==> src/dsp_pkg.sv <==
package dsp_pkg;

	localparam int DIST_W    = 16;
	localparam int NODE_W    = 3;
	localparam int NCFG_W    = 4;
	localparam int CFG_IDX_W = 2;

	typedef logic [CFG_IDX_W-1:0] cfg_idx_t;

	localparam cfg_idx_t REG_NUM_NODES = 2'd0;
	localparam cfg_idx_t REG_INFINITY  = 2'd1;

	localparam logic REQ_WRITE = 1'b0;
	localparam logic REQ_RUN   = 1'b1;

	localparam logic [NCFG_W-1:0] NUM_NODES_RST = 4'd5;
	localparam logic [DIST_W-1:0] INFINITY_RST  = 16'd9999;

	typedef enum logic [2:0] {
		ST_CLEAR,
		ST_IDLE,
		ST_INIT,
		ST_SCAN,
		ST_PICK,
		ST_RELAX,
		ST_OUT
	} state_t;

endpackage

==> src/dsp_ram.sv <==
module dsp_ram #(
	parameter int WIDTH = 16,
	parameter int DEPTH = 64
) (
	input  logic                     clk,
	input  logic                     we,
	input  logic [$clog2(DEPTH)-1:0] waddr,
	input  logic [WIDTH-1:0]         wdata,
	input  logic [$clog2(DEPTH)-1:0] raddr,
	output logic [WIDTH-1:0]         rdata
);

	logic [WIDTH-1:0] mem [DEPTH];

	always_ff @(posedge clk) begin
		if (we) begin
			mem[waddr] <= wdata;
		end
		rdata <= mem[raddr];
	end

endmodule

==> src/dijkstra_shortest_paths_core.sv <==
// Channel   Handshake              Payload
// request   start / busy           req_type, row_node, col_node, edge_weight, source_node
// config    cfg_we                 cfg_index, cfg_data
// result    result_strobe          node_index, distance, reachable, last
//
// An edge write is taken while idle and busy stays low. A run over n nodes first seeds
// the distance memory, then runs up to n-1 rounds of a scan (one distance read per cycle),
// a pick and a relax pass (adjacency and distance read together; skipped after an
// unreachable pick), then streams the results. After reset all MAX_NODES*MAX_NODES
// adjacency entries are zeroed one entry a cycle with busy high. Results come one per
// cycle and the receiver cannot stall.
module dijkstra_shortest_paths_core #(
	parameter int MAX_NODES = 8
) (
	input  logic                           clk,
	input  logic                           arst_n,
	input  logic                           start,
	output logic                           busy,
	input  logic                           req_type,
	input  logic [2:0]                     row_node,
	input  logic [2:0]                     col_node,
	input  logic [15:0]                    edge_weight,
	input  logic [2:0]                     source_node,
	input  logic                           cfg_we,
	input  logic [dsp_pkg::CFG_IDX_W-1:0]  cfg_index,
	input  logic [15:0]                    cfg_data,
	output logic                           result_strobe,
	output logic [2:0]                     node_index,
	output logic [15:0]                    distance,
	output logic                           reachable,
	output logic                           last
);

	localparam int IDX_W = $clog2(MAX_NODES);
	localparam int CNT_W = $clog2(MAX_NODES + 1);
	localparam int AW    = $clog2(MAX_NODES * MAX_NODES);
	localparam int DW    = dsp_pkg::DIST_W;
	localparam int NW    = dsp_pkg::NODE_W;
	localparam logic [AW-1:0] CLR_LAST = AW'(MAX_NODES * MAX_NODES - 1);

	dsp_pkg::state_t state_q, state_d;

	logic [dsp_pkg::NCFG_W-1:0] num_nodes_q;
	logic [DW-1:0]              inf_q;
	logic [CNT_W-1:0]           n_eff;
	logic [CNT_W-1:0]           cnt_q;
	logic [CNT_W-1:0]           rnd_q;
	logic [AW-1:0]              clr_q;
	logic [2:0]                 src_q;
	logic                       vld_s1;
	logic [IDX_W-1:0]           idx_s1;
	logic [DW-1:0]              best_q;
	logic [IDX_W-1:0]           pick_q;
	logic                       found_q;
	logic [MAX_NODES-1:0]       visited_q;

	logic                       accept;
	logic                       issue;
	logic                       drain_done;
	logic                       src_ok;
	logic                       last_round;
	logic [DW:0]                sum;
	logic                       relax_hit;
	logic                       scan_hit;

	logic                       dist_we;
	logic [IDX_W-1:0]           dist_waddr;
	logic [DW-1:0]              dist_wdata;
	logic [IDX_W-1:0]           dist_raddr;
	logic [DW-1:0]              dist_rdata;
	logic                       adj_we;
	logic [AW-1:0]              adj_waddr;
	logic [DW-1:0]              adj_wdata;
	logic [AW-1:0]              adj_raddr;
	logic [DW-1:0]              adj_rdata;

	logic                       res_strobe_q;
	logic [NW-1:0]              res_index_q;
	logic [DW-1:0]              res_dist_q;
	logic                       res_reach_q;
	logic                       res_last_q;

	assign busy   = (state_q != dsp_pkg::ST_IDLE);
	assign accept = start && !busy;

	assign n_eff = (int'(num_nodes_q) > MAX_NODES) ? CNT_W'(MAX_NODES) : CNT_W'(num_nodes_q);

	assign issue      = (cnt_q < n_eff);
	assign drain_done = !issue && !vld_s1;
	assign src_ok     = (int'(src_q) < int'(n_eff));
	assign last_round = (int'(rnd_q) + 2 >= int'(n_eff));

	assign sum = {1'b0, best_q} + {1'b0, adj_rdata};

	assign relax_hit = (state_q == dsp_pkg::ST_RELAX) && vld_s1 && !visited_q[idx_s1] &&
		(adj_rdata != '0) && (sum < {1'b0, dist_rdata});

	// Ties go to the later index, hence the less-or-equal.
	assign scan_hit = (state_q == dsp_pkg::ST_SCAN) && vld_s1 && !visited_q[idx_s1] &&
		(dist_rdata <= best_q);

	dsp_ram #(
		.WIDTH (DW),
		.DEPTH (MAX_NODES * MAX_NODES)
	) u_adj_ram (
		.clk   (clk),
		.we    (adj_we),
		.waddr (adj_waddr),
		.wdata (adj_wdata),
		.raddr (adj_raddr),
		.rdata (adj_rdata)
	);

	dsp_ram #(
		.WIDTH (DW),
		.DEPTH (MAX_NODES)
	) u_dist_ram (
		.clk   (clk),
		.we    (dist_we),
		.waddr (dist_waddr),
		.wdata (dist_wdata),
		.raddr (dist_raddr),
		.rdata (dist_rdata)
	);

	always_comb begin
		state_d = state_q;
		unique case (state_q)
			dsp_pkg::ST_CLEAR: begin
				if (clr_q == CLR_LAST) begin
					state_d = dsp_pkg::ST_IDLE;
				end
			end
			dsp_pkg::ST_IDLE: begin
				if (accept && (req_type == dsp_pkg::REQ_RUN) && (n_eff != '0)) begin
					state_d = dsp_pkg::ST_INIT;
				end
			end
			dsp_pkg::ST_INIT: begin
				if (int'(cnt_q) + 1 == int'(n_eff)) begin
					state_d = (src_ok && int'(n_eff) >= 2) ? dsp_pkg::ST_SCAN : dsp_pkg::ST_OUT;
				end
			end
			dsp_pkg::ST_SCAN: begin
				if (drain_done) begin
					state_d = dsp_pkg::ST_PICK;
				end
			end
			dsp_pkg::ST_PICK: begin
				if (!found_q) begin
					state_d = dsp_pkg::ST_OUT;
				end else if (best_q == inf_q) begin
					// An unreachable pick relaxes nothing; the round ends here.
					state_d = last_round ? dsp_pkg::ST_OUT : dsp_pkg::ST_SCAN;
				end else begin
					state_d = dsp_pkg::ST_RELAX;
				end
			end
			dsp_pkg::ST_RELAX: begin
				if (drain_done) begin
					state_d = last_round ? dsp_pkg::ST_OUT : dsp_pkg::ST_SCAN;
				end
			end
			dsp_pkg::ST_OUT: begin
				if (drain_done) begin
					state_d = dsp_pkg::ST_IDLE;
				end
			end
			default: begin
				state_d = dsp_pkg::ST_IDLE;
			end
		endcase
	end

	always_comb begin
		adj_we     = 1'b0;
		adj_waddr  = AW'(int'(row_node) * MAX_NODES + int'(col_node));
		adj_wdata  = edge_weight;
		adj_raddr  = AW'(int'(pick_q) * MAX_NODES + int'(cnt_q));
		dist_we    = 1'b0;
		dist_waddr = cnt_q[IDX_W-1:0];
		dist_wdata = inf_q;
		dist_raddr = cnt_q[IDX_W-1:0];
		unique case (state_q)
			dsp_pkg::ST_CLEAR: begin
				adj_we    = 1'b1;
				adj_waddr = clr_q;
				adj_wdata = '0;
			end
			dsp_pkg::ST_IDLE: begin
				adj_we = accept && (req_type == dsp_pkg::REQ_WRITE) &&
					(int'(row_node) < MAX_NODES) && (int'(col_node) < MAX_NODES);
			end
			dsp_pkg::ST_INIT: begin
				dist_we = 1'b1;
				if (src_ok && (int'(cnt_q) == int'(src_q))) begin
					dist_wdata = '0;
				end
			end
			dsp_pkg::ST_RELAX: begin
				dist_we    = relax_hit;
				dist_waddr = idx_s1;
				dist_wdata = sum[DW-1:0];
			end
			default: begin
			end
		endcase
	end

	always_ff @(posedge clk or negedge arst_n) begin
		if (!arst_n) begin
			state_q      <= dsp_pkg::ST_CLEAR;
			num_nodes_q  <= dsp_pkg::NUM_NODES_RST;
			inf_q        <= dsp_pkg::INFINITY_RST;
			clr_q        <= '0;
			cnt_q        <= '0;
			rnd_q        <= '0;
			vld_s1       <= 1'b0;
			found_q      <= 1'b0;
			visited_q    <= '0;
			res_strobe_q <= 1'b0;
		end else begin
			state_q <= state_d;

			if (cfg_we) begin
				unique case (cfg_index)
					dsp_pkg::REG_NUM_NODES: num_nodes_q <= cfg_data[dsp_pkg::NCFG_W-1:0];
					dsp_pkg::REG_INFINITY:  inf_q       <= cfg_data;
					default: begin
					end
				endcase
			end

			if (state_q == dsp_pkg::ST_CLEAR) begin
				clr_q <= clr_q + AW'(1);
			end

			if (state_q != state_d) begin
				cnt_q  <= '0;
				vld_s1 <= 1'b0;
			end else begin
				case (state_q)
					dsp_pkg::ST_INIT: begin
						cnt_q <= cnt_q + CNT_W'(1);
					end
					dsp_pkg::ST_SCAN, dsp_pkg::ST_RELAX, dsp_pkg::ST_OUT: begin
						vld_s1 <= issue;
						if (issue) begin
							cnt_q <= cnt_q + CNT_W'(1);
						end
					end
					default: begin
					end
				endcase
			end

			if ((state_q == dsp_pkg::ST_IDLE) && (state_d == dsp_pkg::ST_INIT)) begin
				rnd_q     <= '0;
				visited_q <= '0;
			end

			if ((state_d == dsp_pkg::ST_SCAN) && (state_q != dsp_pkg::ST_SCAN)) begin
				found_q <= 1'b0;
				if ((state_q == dsp_pkg::ST_PICK) || (state_q == dsp_pkg::ST_RELAX)) begin
					rnd_q <= rnd_q + CNT_W'(1);
				end
			end else if (scan_hit) begin
				found_q <= 1'b1;
			end

			if ((state_q == dsp_pkg::ST_PICK) && found_q) begin
				visited_q[pick_q] <= 1'b1;
			end

			res_strobe_q <= (state_q == dsp_pkg::ST_OUT) && vld_s1;
		end
	end

	always_ff @(posedge clk) begin
		if (state_q == dsp_pkg::ST_IDLE) begin
			src_q <= source_node;
		end
		if ((state_q != state_d) || (state_q == dsp_pkg::ST_INIT)) begin
			idx_s1 <= idx_s1;
		end else begin
			idx_s1 <= cnt_q[IDX_W-1:0];
		end
		if ((state_d == dsp_pkg::ST_SCAN) && (state_q != dsp_pkg::ST_SCAN)) begin
			best_q <= inf_q;
		end else if (scan_hit) begin
			best_q <= dist_rdata;
			pick_q <= idx_s1;
		end
		if ((state_q == dsp_pkg::ST_OUT) && vld_s1) begin
			res_index_q <= NW'(idx_s1);
			res_dist_q  <= dist_rdata;
			res_reach_q <= (dist_rdata < inf_q);
			res_last_q  <= (int'(idx_s1) + 1 == int'(n_eff));
		end
	end

	assign result_strobe = res_strobe_q;
	assign node_index    = res_index_q;
	assign distance      = res_dist_q;
	assign reachable     = res_reach_q;
	assign last          = res_last_q;

endmodule

==> config.mk <==
export PLATFORM = sky130hd
export DESIGN_NAME = dijkstra_shortest_paths_core
export DESIGN_NICKNAME = d
export VERILOG_FILES = /design/src/dsp_pkg.sv /design/src/dsp_ram.sv /design/src/dijkstra_shortest_paths_core.sv
export SDC_FILE = /design/constraint.sdc
export NUM_CORES = 1
export LEC_CHECK = 0
export BUFFER_PORTS_ARGS = -buffer_cell sky130_fd_sc_hd__buf_2
export CAP_MARGIN = 15
export CELL_PAD_IN_SITES_DETAIL_PLACEMENT = 1
export CELL_PAD_IN_SITES_GLOBAL_PLACEMENT = 1
export CORE_MARGIN = 3
export CORE_UTILIZATION = 50
export CTS_CLUSTER_SIZE = 14
export DETAILED_ROUTE_END_ITERATION = 8
export PLACE_DENSITY = 0.81
export SLEW_MARGIN = 20
export SYNTH_ARGS = -nofsm -noshare
export SYNTH_HDL_FRONTEND = slang
export SYNTH_HIERARCHICAL = 1
export SYNTH_SLANG_ARGS = --single-unit
==> constraint.sdc <==
create_clock -name clk -period 4.7 [get_ports clk]
set_clock_uncertainty 0.2 [all_clocks]
set_input_delay 0.94 -clock clk [delete_from_list [all_inputs] [get_ports clk]]
set_output_delay 0.94 -clock clk [all_outputs]
set_load 0.01 [all_outputs]
==> flow_metrics.tcl <==
set metrics [dict create \
    firstDrtPassIters 6 \
    synth_cell_types 84 \
    rsz0062_at_grt "no" \
    n_fill_cell 8876 \
    die_area_sq_mm 0.108 \
    synth-main-ff-cell "edfxtp_1" \
    r2r-start "best_q[0]" \
    synthesis.area_sq_mm 0.0522 \
    row_count 117 \
    antenna_found_initial 9 \
    htreeDepth 3 \
    final_cells 4389 \
    crit_path_start_kind "flop" \
    critPathArrivalTime_ns 4.71 \
    cpPeakStageDelay_ns 0.35 \
    crit_chain "ha_1, inv_1, fa_2, nor2b_1, o21ai_1, a21oi_1, o221a_2, a21o_1, a21oi_1, xnor2_1, ha_1, and4_1, o211ai_1, nor2_1, nand2_1, a31oi_1, o32ai_1, buf_4, nand2_4, nor2_4, clkbuf_16" \
    synthXorXnorAreaFrac_pct 0.935 \
    fin_crit_ns 4.48 \
    multi_input_area_sq_mm 0.0134 \
    core_sq_mm 0.103 \
    status "finished clean" \
    r2r-end "u_dist_ram/mem[5][13]" \
    r2r_cells 21 \
    clk_pin_slew_ns 0.06 \
    numCtsBuffers 121 \
    synth-compound-area-share_pct 3.65 \
    max-slew-margin-rel_pct 32.7 \
    drtIter0Drc 3894 \
    synth.yosys.seq_area_share_pct 72.5 \
    p_per_area_mw_per_mm2 635 \
    fin_area_sq_mm 0.0590 \
    synth_top_cells_by_area "edfxtp_1 (69%), mux4_2 (9.8%), mux2i_1 (2.1%)" \
    final_nets 3040 \
    wire_per_inst_um 31.8 \
    path_buf_inv 3 \
    place_area_sq_mm 0.0547 \
    cts_hold_buf 0 \
    hp-class "in -> async" \
    p_leak_nw 19.5 \
    io_buffers 70 \
    drc 0 \
    drtAntennaViolNets 0 \
    timing.fmax_mhz 223 \
    area_growth_pct 13.2 \
    critPathRequiredTime_ns 4.93 \
    root_buffer "clkbuf_16" \
    crit_path_top_delay_cell "edfxtp_1" \
    drive_gt1_share_pct 24.8 \
    maxCapViolations 0 \
    syn_area_per_cell_sq_um 19.3 \
    synth_top_family_by_area "multiplexers" \
    track_usage_pct 26.0 \
    cp_top_family "compound AO/OA/AOI/OAI gates" \
    yosys.area_share.simple_pct 3.85 \
    yosys.area.top_type "edfxtp_1" \
    synth_top_cells_by_count "edfxtp_1 (1,198), mux4_2 (226), mux2i_1 (109)" \
    grt_pass1_vias 29400 \
    gp_congestion 0.914 \
    period_share_pct 95.4 \
    setup_tns_ns 0 \
    r2r_slack_ns 0.22 \
    grt_max_degree 137 \
    yosysMostFrequentCell "edfxtp_1" \
    synth.area.mux_share_pct 15.0 \
    vias 27800 \
    vdd.ir_drop.worst_v 0.000485 \
    setup_violations 0 \
    via_per_inst 6.34 \
    routed_wl_um 140000 \
    final_max_slew_viol_count 0 \
    finalHoldViolations 0 \
    synthArstFlopShare_pct 3.76 \
    ys_ff_latch 1278 \
    clkSinkCount 1278 \
    path_class "reg -> reg" \
    synth-edff-count 1198 \
    dpl.hpwl_um 87300 \
    initial_core_util_pct 50.9 \
    yosys_warnings 6 \
    ioPinCount 71 \
    power_mw 37.5 \
    tightest_slew_ns 1.01 \
    clk_latency_ns 0.74 \
    end_kind "flop" \
    fin_util_pct 57.5 \
    syn_nets 2832 \
    placedCellCount 4154 \
    dieWidth_um 329 \
    die_y_um 329 \
    cts_buffer_depth 3 \
    synth_fa_ha_area_share_pct 1.90 \
    cts_tree "done" \
    worst-path-max-fanout 8 \
    synth_cells 2706 \
    synth_top_cell_area_share_pct 68.9 \
    grt_overflow_total 0 \
    regArea_sq_mm 0.0378 \
    grt_pass1_wl_um 206000 \
]
[cells by family (layout without fill, tap and decap cells)]
logic type / after synthesis / after routing
DFF: 1278 / 1278
muxes: 437 / 437
and+or+nand+nor: 400 / 400
AOI/OAI and AO/OA: 262 / 262
buffers and inverters: 196 / 509
adders and majority gates: 79 / 79
xor gates and xnor gates: 54 / 54
other: 0 / 2
[per-stage QoR]
| stage | hold WS, ns | setup slack (ns) |
|---|---|---|
| 2_1_floorplan | 0.243 | 0.221 |
| 3_3_place_gp | 0.259 | 0.176 |
| 3_5_place_dp | 0.273 | 0.110 |
| 4_1_cts | 0.200 | 0.0526 |
| 5_1_grt | 0.0909 | 0.00952 |
| 6_report | 0.0781 | 0.218 |
[worst max path at each step]
stage,cells after the start,endpoint,slack [ns],start
floorplan,17,u_dist_ram/mem[1][0],0.22,best_q[0]
global placement,21,u_dist_ram/mem[1][2],0.18,best_q[0]
detailed placement,21,u_dist_ram/mem[5][2],0.11,best_q[0]
CTS,19,u_dist_ram/mem[5][11],0.05,best_q[0]
global route,21,u_dist_ram/mem[4][1],0.01,best_q[0]
finish,21,u_dist_ram/mem[5][13],0.22,best_q[0]
[final cells by class]
type                            instances  share of cell area, %
Clock inverter                         75                   1.66
Antenna cell                            2                0.00848
Inverter                               66                  0.420
Sequential cell                      1278                   64.1
Clock buffer                          153                   5.33
Timing Repair Buffer                  215                   2.84
Tap cell                             1368                   2.90
Multi-Input combinational cell       1232                   22.8
[registers in the layout, summed over array words and instances (netlist names), 6 cells and up]
signal / cells
visited_q: 8
u_adj_ram/rdata: 16
best_q: 16
u_dist_ram/rdata: 16
u_dist_ram/mem: 128
u_adj_ram/mem: 1024
clr_q: 6
inf_q: 16
distance: 16
[power breakdown]
group / leakage, nW / internal, mW / switching, mW
logic: 5.78 / 4.57 / 7.47
clock network: 1.99 / 5.91 / 4.32
registers: 11.7 / 14.6 / 0.693
[repair_timing]
| action | CTS | global route |
|---|---|---|
| resized for setup | 0 | 20 |
| setup endpoints to repair | 0 | 128 |
| endpoints found under the hold margin | 0 | 0 |
| buffers inserted | 0 | 1 |
[layout by cell type, fill, tap and decap left out, drive strengths merged, types with 6 or more instances in the layout]
cell	count
o21ai	36
nor3	23
a211o	9
o31ai	6
nor2	102
dfxtp	32
a221oi	17
clkinv	48
ha	77
a22o	21
mux2	70
a31oi	15
buf	214
edfxtp	1198
dfstp	10
dfrtp	38
nor4	10
nand2b	10
mux4	258
a41oi	6
xor2	12
xnor2	41
nand3	32
nand2	103
a21o	12
a21oi	41
and4	8
a22oi	39
inv	68
a211oi	16
bufinv	21
nor2b	54
a311oi	8
nand4	28
clkbuf	154
a221o	6
mux2i	109
[metal layers]
layer | vias up | routed length (um) | global-route usage, %
met2 | 1499 | 69200 | 43.1
met5 | - | 40 | 0
met1 | 14500 | 52600 | 34.7
li1 | 11400 | - | -
met4 | 6 | 6030 | 9.86
met3 | 357 | 11900 | 4.71
No activity file was read; power rests on OpenSTA's default activity.
